<file path="src/rtl/matrix_keypad_scanner_assert.svh">
// Assertion macros for the keypad scanner; kps_back uses them.
`ifndef MATRIX_KEYPAD_SCANNER_ASSERT_SVH
`define MATRIX_KEYPAD_SCANNER_ASSERT_SVH

// The consequent must hold in the same cycle as the antecedent.
`define KPS_ASSERT_SAME(label, clk, rst_n, ante, cons) \
    label: assert property (@(posedge clk) disable iff (!rst_n) (ante) |-> (cons)) \
        else $error("keypad scanner assertion failed");

// The consequent must hold in the cycle after the antecedent.
`define KPS_ASSERT_NEXT(label, clk, rst_n, ante, cons) \
    label: assert property (@(posedge clk) disable iff (!rst_n) (ante) |=> (cons)) \
        else $error("keypad scanner assertion failed");

`endif

</file>
<file path="src/rtl/kps_pkg.sv">
`default_nettype none

package kps_pkg;

    localparam int FIFO_DEPTH = 16;
    localparam int MAX_LINES  = 16;
    localparam int LINE_W     = 16;
    localparam int CODE_W     = 5;
    localparam int KEY_W      = 8;
    localparam int TICK_W     = 8;
    localparam int FILL_W     = 5;
    localparam int PTR_W      = $clog2(FIFO_DEPTH);

    // Configuration register indexes.
    localparam logic [1:0] CFG_COLUMN_COUNT   = 2'd0;
    localparam logic [1:0] CFG_ROW_COUNT      = 2'd1;
    localparam logic [1:0] CFG_DEBOUNCE_TICKS = 2'd2;

    typedef enum logic [1:0] {
        PH_IDLE,
        PH_PRESSED,
        PH_HELD
    } phase_t;

    typedef enum logic [1:0] {
        OP_SCAN,
        OP_KEY,
        OP_POP
    } op_t;

    typedef struct packed {
        logic [CODE_W-1:0] column_count;
        logic [CODE_W-1:0] row_count;
        logic [TICK_W-1:0] debounce_ticks;
    } cfg_t;

    typedef struct packed {
        op_t              op;
        logic [KEY_W-1:0] code;
    } cmd_t;

    typedef struct packed {
        logic              key_event;
        logic [KEY_W-1:0]  key_code;
        logic              key_stored;
        logic              read_valid;
        logic [KEY_W-1:0]  read_value;
        logic [FILL_W-1:0] queued_count;
    } result_t;

    // Highest active line among the first count lines, plus one; zero if none.
    function automatic logic [CODE_W-1:0] encode_lines(input logic [LINE_W-1:0] lines,
                                                       input logic [CODE_W-1:0] count);
        logic [CODE_W-1:0] code;
        code = '0;
        for (int i = 0; i < MAX_LINES; i++) begin
            if (lines[i] && (CODE_W'(i) < count)) begin
                code = CODE_W'(i + 1);
            end
        end
        return code;
    endfunction

endpackage

`default_nettype wire

</file>
<file path="src/rtl/matrix_keypad_scanner.sv">
// Matrix keypad scanner with column debounce and a 16-entry key queue.
// Input channel: an item (kind, column_lines, row_lines) transfers when push is
// high and full is low. Kind 0 is a scan tick, kind 1 asks to pop one key.
// Result channel: while empty is low the oldest result is on the result ports,
// and it transfers when pop is high. Every input item gives exactly one result.
// Configuration channel: cfg_index selects column_count (0), row_count (1) or
// debounce_ticks (2); the low bits of cfg_data are written when cfg_valid is
// high, since cfg_ready is always high. Other indexes are ignored.
// An input item is written into the command queue, and its result then into the
// output buffer, before empty goes low. The block takes one item per cycle while
// full is low; the scan front end, the two-entry command queue and the key queue
// back end each take one item in a cycle while the stage after them has room.
// Reset clears the debounce state and phase, empties the key queue and loads
// column_count 4, row_count 4 and debounce_ticks 3.
// When the receiver stalls, results collect in a two-entry output buffer, then
// commands collect in the two-entry command queue, and then full rises until
// pop frees space. No input item or result is dropped.
`default_nettype none

module matrix_keypad_scanner
    import kps_pkg::*;
(
    input  wire logic              clk,
    input  wire logic              rst_n,
    input  wire logic              push,
    output logic                   full,
    input  wire logic              kind,
    input  wire logic [LINE_W-1:0] column_lines,
    input  wire logic [LINE_W-1:0] row_lines,
    input  wire logic              cfg_valid,
    output logic                   cfg_ready,
    input  wire logic [1:0]        cfg_index,
    input  wire logic [7:0]        cfg_data,
    output logic                   empty,
    input  wire logic              pop,
    output logic                   key_event,
    output logic [KEY_W-1:0]       key_code,
    output logic                   key_stored,
    output logic                   read_valid,
    output logic [KEY_W-1:0]       read_value,
    output logic [FILL_W-1:0]      queued_count
);

    cfg_t    cfg_reg;
    logic    in_fire;
    logic    q_in_ready;
    cmd_t    front_cmd;
    logic    q_out_valid;
    logic    q_out_ready;
    cmd_t    q_out_cmd;
    logic    res_valid;
    result_t res;

    // Configuration registers; writes must arrive only while the block is idle, but the block does not enforce this.
    assign cfg_ready = 1'b1;

    always_ff @(posedge clk or negedge rst_n) begin
        if (!rst_n) begin
            cfg_reg.column_count   <= CODE_W'(4);
            cfg_reg.row_count      <= CODE_W'(4);
            cfg_reg.debounce_ticks <= TICK_W'(3);
        end else if (cfg_valid && cfg_ready) begin
            case (cfg_index)
                CFG_COLUMN_COUNT:   cfg_reg.column_count   <= cfg_data[CODE_W-1:0];
                CFG_ROW_COUNT:      cfg_reg.row_count      <= cfg_data[CODE_W-1:0];
                CFG_DEBOUNCE_TICKS: cfg_reg.debounce_ticks <= cfg_data[TICK_W-1:0];
                default:            cfg_reg                <= cfg_reg;
            endcase
        end
    end

    // The front end updates its scan state on every scan-tick transfer and hands a
    // classified command to the queue in the same cycle.
    assign full    = !q_in_ready;
    assign in_fire = push && !full;

    kps_front u_front (
        .clk          (clk),
        .rst_n        (rst_n),
        .accept       (in_fire),
        .kind         (kind),
        .column_lines (column_lines),
        .row_lines    (row_lines),
        .cfg          (cfg_reg),
        .cmd          (front_cmd)
    );

    kps_cmd_queue u_cmd_queue (
        .clk       (clk),
        .rst_n     (rst_n),
        .in_valid  (in_fire),
        .in_ready  (q_in_ready),
        .in_cmd    (front_cmd),
        .out_valid (q_out_valid),
        .out_ready (q_out_ready),
        .out_cmd   (q_out_cmd)
    );

    // The back end owns the key queue and the result buffer.
    kps_back u_back (
        .clk       (clk),
        .rst_n     (rst_n),
        .cmd_valid (q_out_valid),
        .cmd_ready (q_out_ready),
        .cmd       (q_out_cmd),
        .res_valid (res_valid),
        .res_ready (pop),
        .res       (res)
    );

    assign empty        = !res_valid;
    assign key_event    = res.key_event;
    assign key_code     = res.key_code;
    assign key_stored   = res.key_stored;
    assign read_valid   = res.read_valid;
    assign read_value   = res.read_value;
    assign queued_count = res.queued_count;

endmodule

`default_nettype wire

</file>
<file path="src/rtl/kps_front.sv">
`default_nettype none

module kps_front
    import kps_pkg::*;
(
    input  wire logic              clk,
    input  wire logic              rst_n,
    input  wire logic              accept,
    input  wire logic              kind,
    input  wire logic [LINE_W-1:0] column_lines,
    input  wire logic [LINE_W-1:0] row_lines,
    input  wire cfg_t              cfg,
    output cmd_t                   cmd
);

    logic [CODE_W-1:0] stable_level_reg, stable_level_next;
    logic [TICK_W-1:0] debounce_count_reg, debounce_count_next;
    phase_t            phase_reg, phase_next;
    logic [CODE_W-1:0] latched_column_reg, latched_column_next;
    logic [CODE_W-1:0] latched_row_reg, latched_row_next;

    logic [CODE_W-1:0] col_code;
    logic [TICK_W-1:0] count_inc;
    logic [KEY_W-1:0]  row_minus_one;
    logic [KEY_W-1:0]  product;

    assign col_code      = encode_lines(column_lines, cfg.column_count);
    assign count_inc     = debounce_count_reg + TICK_W'(1);
    assign row_minus_one = KEY_W'({3'b000, latched_row_reg}) - KEY_W'(1);
    assign product       = row_minus_one * KEY_W'({3'b000, cfg.column_count});

    always_comb begin
        stable_level_next   = stable_level_reg;
        debounce_count_next = debounce_count_reg;
        phase_next          = phase_reg;
        latched_column_next = latched_column_reg;
        latched_row_next    = latched_row_reg;
        cmd.op              = OP_SCAN;
        cmd.code            = '0;

        if (kind) begin
            cmd.op = OP_POP;
        end else begin
            // Debounce first; the phase machine sees the updated level.
            if (col_code != stable_level_reg) begin
                if (count_inc >= cfg.debounce_ticks) begin
                    stable_level_next   = col_code;
                    debounce_count_next = '0;
                end else begin
                    debounce_count_next = count_inc;
                end
            end else begin
                debounce_count_next = '0;
            end

            case (phase_reg)
                PH_IDLE:
                begin
                    if (stable_level_next != '0) begin
                        latched_column_next = stable_level_next;
                        latched_row_next    = encode_lines(row_lines, cfg.row_count);
                        phase_next          = PH_PRESSED;
                    end
                end
                PH_PRESSED:
                begin
                    if (stable_level_next != '0) begin
                        phase_next = PH_HELD;
                    end
                end
                PH_HELD:
                begin
                    if (stable_level_next == '0) begin
                        cmd.op     = OP_KEY;
                        cmd.code   = KEY_W'({3'b000, latched_column_reg}) + product;
                        phase_next = PH_IDLE;
                    end
                end
                default:
                begin
                    phase_next = phase_reg;
                end
            endcase
        end
    end

    always_ff @(posedge clk or negedge rst_n) begin
        if (!rst_n) begin
            phase_reg <= PH_IDLE;
        end else if (accept) begin
            phase_reg <= phase_next;
        end
    end

    always_ff @(posedge clk or negedge rst_n) begin
        if (!rst_n) begin
            stable_level_reg   <= '0;
            debounce_count_reg <= '0;
            latched_column_reg <= '0;
            latched_row_reg    <= '0;
        end else if (accept) begin
            stable_level_reg   <= stable_level_next;
            debounce_count_reg <= debounce_count_next;
            latched_column_reg <= latched_column_next;
            latched_row_reg    <= latched_row_next;
        end
    end

endmodule

`default_nettype wire

</file>
<file path="src/rtl/kps_cmd_queue.sv">
`default_nettype none

module kps_cmd_queue
    import kps_pkg::*;
(
    input  wire logic clk,
    input  wire logic rst_n,
    input  wire logic in_valid,
    output logic      in_ready,
    input  wire cmd_t in_cmd,
    output logic      out_valid,
    input  wire logic out_ready,
    output cmd_t      out_cmd
);

    cmd_t       entry_reg [2];
    logic       wr_ptr_reg, rd_ptr_reg;
    logic [1:0] count_reg, count_next;
    logic       do_write, do_read;

    assign in_ready  = (count_reg != 2'd2);
    assign out_valid = (count_reg != 2'd0);
    assign out_cmd   = entry_reg[rd_ptr_reg];
    assign do_write  = in_valid && in_ready;
    assign do_read   = out_valid && out_ready;

    always_comb begin
        count_next = count_reg;
        if (do_write && !do_read) begin
            count_next = count_reg + 2'd1;
        end else if (!do_write && do_read) begin
            count_next = count_reg - 2'd1;
        end
    end

    always_ff @(posedge clk or negedge rst_n) begin
        if (!rst_n) begin
            wr_ptr_reg <= 1'b0;
            rd_ptr_reg <= 1'b0;
            count_reg  <= '0;
        end else begin
            count_reg <= count_next;
            if (do_write) begin
                wr_ptr_reg <= !wr_ptr_reg;
            end
            if (do_read) begin
                rd_ptr_reg <= !rd_ptr_reg;
            end
        end
    end

    always_ff @(posedge clk) begin
        if (do_write) begin
            entry_reg[wr_ptr_reg] <= in_cmd;
        end
    end

endmodule

`default_nettype wire

</file>
<file path="src/rtl/kps_back.sv">
`default_nettype none

`include "matrix_keypad_scanner_assert.svh"

module kps_back
    import kps_pkg::*;
(
    input  wire logic clk,
    input  wire logic rst_n,
    input  wire logic cmd_valid,
    output logic      cmd_ready,
    input  wire cmd_t cmd,
    output logic      res_valid,
    input  wire logic res_ready,
    output result_t   res
);

    logic [KEY_W-1:0]  key_store_reg [FIFO_DEPTH];
    logic [PTR_W-1:0]  write_pointer_reg, write_pointer_next;
    logic [PTR_W-1:0]  read_pointer_reg, read_pointer_next;
    logic [FILL_W-1:0] fill_count_reg, fill_count_next;
    logic [PTR_W-1:0]  write_inc, read_inc;
    logic              store_en;
    result_t           res_new;

    result_t    res_buf_reg [2];
    logic       res_wr_reg, res_rd_reg;
    logic [1:0] res_count_reg, res_count_next;
    logic       cmd_take, res_take;

    assign cmd_ready = (res_count_reg != 2'd2);
    assign cmd_take  = cmd_valid && cmd_ready;
    assign res_valid = (res_count_reg != 2'd0);
    assign res_take  = res_valid && res_ready;
    assign res       = res_buf_reg[res_rd_reg];

    assign write_inc = (write_pointer_reg == PTR_W'(FIFO_DEPTH - 1)) ? '0
                       : write_pointer_reg + PTR_W'(1);
    assign read_inc  = (read_pointer_reg == PTR_W'(FIFO_DEPTH - 1)) ? '0
                       : read_pointer_reg + PTR_W'(1);

    always_comb begin
        write_pointer_next = write_pointer_reg;
        read_pointer_next  = read_pointer_reg;
        fill_count_next    = fill_count_reg;
        store_en           = 1'b0;
        res_new            = '0;

        case (cmd.op)
            OP_KEY:
            begin
                res_new.key_event = 1'b1;
                res_new.key_code  = cmd.code;
                if (fill_count_reg != FILL_W'(FIFO_DEPTH)) begin
                    res_new.key_stored = 1'b1;
                    store_en           = 1'b1;
                    write_pointer_next = write_inc;
                    fill_count_next    = fill_count_reg + FILL_W'(1);
                end
            end
            OP_POP:
            begin
                if (fill_count_reg != '0) begin
                    res_new.read_valid = 1'b1;
                    res_new.read_value = key_store_reg[read_inc];
                    read_pointer_next  = read_inc;
                    fill_count_next    = fill_count_reg - FILL_W'(1);
                end
            end
            default:
            begin
                store_en = 1'b0;
            end
        endcase
        res_new.queued_count = fill_count_next;
    end

    always_comb begin
        res_count_next = res_count_reg;
        if (cmd_take && !res_take) begin
            res_count_next = res_count_reg + 2'd1;
        end else if (!cmd_take && res_take) begin
            res_count_next = res_count_reg - 2'd1;
        end
    end

    always_ff @(posedge clk or negedge rst_n) begin
        if (!rst_n) begin
            write_pointer_reg <= '0;
            read_pointer_reg  <= '0;
            fill_count_reg    <= '0;
            res_wr_reg        <= 1'b0;
            res_rd_reg        <= 1'b0;
            res_count_reg     <= '0;
        end else begin
            res_count_reg <= res_count_next;
            if (cmd_take) begin
                write_pointer_reg <= write_pointer_next;
                read_pointer_reg  <= read_pointer_next;
                fill_count_reg    <= fill_count_next;
                res_wr_reg        <= !res_wr_reg;
            end
            if (res_take) begin
                res_rd_reg <= !res_rd_reg;
            end
        end
    end

    always_ff @(posedge clk) begin
        if (cmd_take && store_en) begin
            key_store_reg[write_inc] <= cmd.code;
        end
        if (cmd_take) begin
            res_buf_reg[res_wr_reg] <= res_new;
        end
    end

    `KPS_ASSERT_SAME(a_fill_bound, clk, rst_n, 1'b1, fill_count_reg <= FILL_W'(FIFO_DEPTH))
    `KPS_ASSERT_SAME(a_stored_needs_event, clk, rst_n, res_valid && res.key_stored, res.key_event)
    `KPS_ASSERT_NEXT(a_pop_drains, clk, rst_n,
                     cmd_take && cmd.op == OP_POP && fill_count_reg != '0,
                     fill_count_reg == $past(fill_count_reg) - FILL_W'(1))
    `KPS_ASSERT_NEXT(a_full_drops, clk, rst_n,
                     cmd_take && cmd.op == OP_KEY && fill_count_reg == FILL_W'(FIFO_DEPTH),
                     $stable(write_pointer_reg))

endmodule

`default_nettype wire
</file>
<file path="config.mk">
export PLATFORM = sky130hd
export DESIGN_NAME = matrix_keypad_scanner
export DESIGN_NICKNAME = d
export VERILOG_FILES = /design/src/rtl/kps_pkg.sv /design/src/rtl/matrix_keypad_scanner.sv /design/src/rtl/kps_front.sv /design/src/rtl/kps_cmd_queue.sv /design/src/rtl/kps_back.sv
export VERILOG_INCLUDE_DIRS = /design/src /design/src/rtl
export SDC_FILE = /design/constraint.sdc
export NUM_CORES = 1
export LEC_CHECK = 0
export ABC_AREA = 1
export ABC_CLOCK_PERIOD_IN_PS = 4800
export BUFFER_PORTS_ARGS = -buffer_cell sky130_fd_sc_hd__buf_4
export CAP_MARGIN = 40
export CORE_MARGIN = 3
export CORE_UTILIZATION = 50
export CTS_CLUSTER_SIZE = 8
export DETAILED_ROUTE_END_ITERATION = 16
export PLACE_DENSITY = 0.76
export SYNTH_ARGS = -nofsm -noshare
export SYNTH_HDL_FRONTEND = slang
export SYNTH_SLANG_ARGS = --single-unit
</file>
<file path="constraint.sdc">
create_clock -name clk -period 4.8 [get_ports clk]
set_input_delay 0.24 -clock clk [delete_from_list [all_inputs] [get_ports clk]]
set_output_delay 0.24 -clock clk [all_outputs]
set_load 0.01 [all_outputs]
</file>
==> results by group <==
Flow run
  – Max-cap violations: 0

Worst setup path
  – Crit path arrival time: 4.71 ns
  – Kind of capture point of the worst setup path: register
  – Reg2Reg Launch Point: u_front.latched_row_reg[0]
  – Max FO, Critical Path: 5
  – R2R Path End: u_cmd_queue.entry_reg[1][7]
  – Reg-to-reg setup timing slack: 0.34 ns
  – Number of buffers and inverters on the critical path: 3
  – Cell type group with the largest total delay on the critical path: adder cells
  – Startpoint types: register
  – R2R cell count: 20
  – Required time worst endpoint: approximately 5.0 ns
  – Largest stage delay on the critical path: approximately 0.54 ns
  – Classification of the worst setup path: reg2reg
  – Critical path cell sequence: inv_2, ha_1, inv_1, nor3_2, or2_2, nand3_1, fa_1, fa_1, fa_1, inv_1, ha_1, nand2_1, nor2_1, a211oi_2, or2_2, nand2_1, a21oi_1, xnor2_1, xor2_1, nor2_2
  – Cell repeated most along the worst path: fa_1
  – Worst path slowest cell: fa_1

Power
  – Total power: between 10,000 and 15,000 uW
  – Sequential power share: 33.7%
  – Share of power burned in the clock network: 23.7%
  – Psw: 4090 uW
  – Internal Dissipation: 6260 uW
  – Maximum resistive drop on vdd: 0.340 mV
  – Logic pwr share: 42.6%
  – Static Leak: 0.00637 uW
  – Power density relative to cell area: 696 mW/mm^2
  – Net Sw Frac: 39.5%

Logic synthesis
  – Mean post-synth cell area: 9.94 sq um
  – Area leader, netlist: edfxtp_1
  – Number of cells produced by synthesis: 1,284
  – Mapped cell area: 0.0128 sq mm
  – Post-synthesis sequential area ratio: 58.7%
  – Biggest area contributors in the synthesized netlist: edfxtp_1 (46%), dfrtp_1 (12%), nand2_1 (11%), ha_1 (3.8%), inv_1 (3.7%)
  – Number of nets produced by synthesis: roughly 1,400
  – Yosys cell types: 51
  – Yosys warnings: 0
  – Area fraction of the dominant cell type after synthesis: 46.1%
  – Post-synthesis register bit count: 260
  – Fraction of synthesis flops using an asynchronous set or reset pin: 24.6%
  – Count of flip-flops with a built-in enable after synthesis: 196
  – Prevailing post-synth register cell: edfxtp_1

Placed design
  – Number of port buffers: 73
  – Routability Congestion: about 0.9
  – Detailed placement HPWL: 18.6 mm

Finish
  – Max reg flops: 128
  – Footprint of the multi-input gates: 0.00461 sq mm
  – Filler Cell Count: around 2,000
  – Number of antenna repair diodes: 0
  – Share of cells above drive strength 1: 13.1%
  – Area growth, synth to finish: 16.6%
  – Number of nets in the layout: 1,482
  – Register Area: 0.00749 sq mm

Clock tree
  – TritonCTS clock tree: yes
  – Clk_lat worst skew: 0.51 ns
  – H-tree depth reported by CTS: 2
  – Library cell used as clock root buffer: clkbuf_16
  – Clock net sink count: 260
  – Clock transition at the register clock pins on the worst setup and hold paths after CTS: 0.05 ns
  – Number of buffers on the longest clock path: 3
  – Total CTS buffers: 38

Floorplan
  – Die Area: 0.0275 sq mm
  – Initial Util: 51.7%
  – Area of the core region: 0.0247 sq mm
  – Io pins: 75
  – Die height: 166 um
  – Horizontal die dimension: 166 um
  – Number of placement rows: 57

STA
  – Period minus WS final: roughly 4.5 ns
  – Number of failing hold endpoints at the final stage: 0
  – Worst rel slew slack: ~40%
  – Worst Tran Pin Value: 0.892 ns
  – Final hold slack: a little over 0.04 ns
  – Number of pins exceeding their max-slew limit in the final report: 0
  – F_max: around 220 MHz
  – Sum of negative setup slack: 0 ns
  – Final setup fails: 0
  – Final setup skew: 0.0258 ns
  – Portion of the clock cycle consumed by the worst path in the final layout: 93.0%

Min path
  – Hold worst-path end: cfg_reg[14]
  – Path class of the lowest-slack min-delay path: in2reg
  – Startpoint of the worst hold path: cfg_data[1]
  – Hold Crit Depth: 3

Global routing
  – Total track usage: 20.3%
  – Wire length of the first global-routing pass: 46.0 mm
  – Number of global-route vias before repair: 9,249
  – Global route overflow: 0
  – Maximum number of pins on one net before global-route repair: 66
  – Antenna violations before repair: 0

Drt
  – Starting DRT DRC Count: 778
  – Post-detailed-route via-to-cell ratio: 5.37
  – Routed len/inst: 16.1 um
  – Residual antenna-violating net count after detailed routing: 0
  – Post-detailed-routing wire length: 27.9 mm
  – Number of search-and-repair iterations in the first detailed-routing pass: 5
  – Total via count in the routed design: a little over 9,000
  – Number of DRC violations after detailed routing: 0

Status
  – Result of the run: finished clean
-- power groups by stage --
stage	sequential (uW)	clock [uW]	combinational (uW)
floorplan	3450	0	3080
global placement	3500	0	4190
detailed placement	3530	0	4340
CTS	3490	2490	4400
global route	3550	2590	4980
finish	3490	2450	4410
-- metal layers --
metal | up-vias | track usage [%] | share of wire (%)
li1 | 4512 | - | -
met1 | 4397 | 26.7 | 43
met2 | 358 | 34.1 | 48
met3 | 46 | 3.64 | 6.8
met4 | 0 | 7.12 | 2.4
met5 | - | 0 | 0
-- tightest hold or removal path, cell delays in order --
cell and delay (ns):
buf_4 0.08, inv_1 0.05, o21ai_0 0.15
-- Yosys cell counts, types with 10 or more instances --
master and number:
a21oi_1 35, a311oi_1 10, clkbuf_1 35, dfrtp_1 60, edfxtp_1 196, fa_1 15
ha_1 39, inv_1 125, nand2_1 385, nand3_1 80, nor2_1 87, o21ai_0 70
xor2_1 20
-- cell usage in the layout (no fill, tap or decap), types with 4 or more instances in the layout --
| cell | count |
|---|---|
| nand2_1 | 384 |
| edfxtp_1 | 196 |
| inv_1 | 124 |
| buf_4 | 89 |
| nor2_1 | 85 |
| nand3_1 | 80 |
| o21ai_0 | 70 |
| dfrtp_1 | 60 |
| ha_1 | 39 |
| clkbuf_16 | 39 |
| a21oi_1 | 35 |
| clkbuf_1 | 27 |
| xor2_1 | 20 |
| fa_1 | 15 |
| nor2_2 | 11 |
| a311oi_1 | 10 |
| nand4_1 | 9 |
| o21ai_1 | 8 |
| xnor2_1 | 8 |
| or2_2 | 7 |
| o211ai_1 | 7 |
| o22ai_1 | 6 |
| a31oi_1 | 6 |
| a221oi_1 | 6 |
| nor2_4 | 6 |
| inv_2 | 6 |
| nand2_2 | 4 |
| mux2i_1 | 4 |
| dfstp_2 | 4 |
| dlygate4sd3_1 | 4 |
-- logic make-up (layout without fill, tap and decap cells) --
group | Yosys count | after routing | share of synthesized area, %
flops | 260 | 260 | 58.7
xor+xnor | 28 | 28 | 1.92
simple gates | 597 | 597 | 19.7
compound gates | 167 | 167 | 7.92
mux | 4 | 4 | 0.314
other cells | 1 | 1 | 0.0294
fa+ha+maj | 54 | 54 | 6.18
buf+inv | 173 | 298 | 5.26
-- cell type report --
cell class              instances  area share (%)
clock inverters                 3           0.227
flip-flops and latches        260            50.4
well taps                     324            2.73
multi-input cells             851            31.0
inverters                     134            3.39
clock buffers                  66            7.24
repair buffers                 95            5.05
-- what timing repair did --
action / in CTS / in global routing
endpoints found under the hold margin: 64 / 0
resized for setup: 0 / 3
hold buffers: 4 / 0
setup buffers: 0 / 1
endpoints found under the setup margin: 0 / 2
-- worst max path at each step --
| stage | start | end | depth (start not counted) |
|---|---|---|---|
| 2_1_floorplan | u_front.latched_row_reg[0] | u_cmd_queue.entry_reg[0][7] | 20 |
| 3_3_place_gp | u_front.latched_row_reg[0] | u_cmd_queue.entry_reg[0][7] | 20 |
| 3_5_place_dp | u_front.latched_row_reg[0] | u_cmd_queue.entry_reg[0][7] | 20 |
| 4_1_cts | u_front.latched_row_reg[0] | u_cmd_queue.entry_reg[1][7] | 20 |
| 5_1_grt | u_front.latched_row_reg[0] | u_cmd_queue.entry_reg[1][7] | 21 |
| 6_report | u_front.latched_row_reg[0] | u_cmd_queue.entry_reg[1][7] | 20 |
-- stage by stage --
step                instances  worst slack (ns)  util [%]  area [sq um]
floorplan                1284             0.623         -         12800
finish                   1733             0.337      60.3         14900
global placement         1656             0.416      55.3         13700
CTS                      1732             0.281      60.2         14900
detailed placement       1659             0.368      55.5         13700
global route             1733         -0.000749      60.3         14900
No activity file was read; power rests on OpenSTA's default activity.
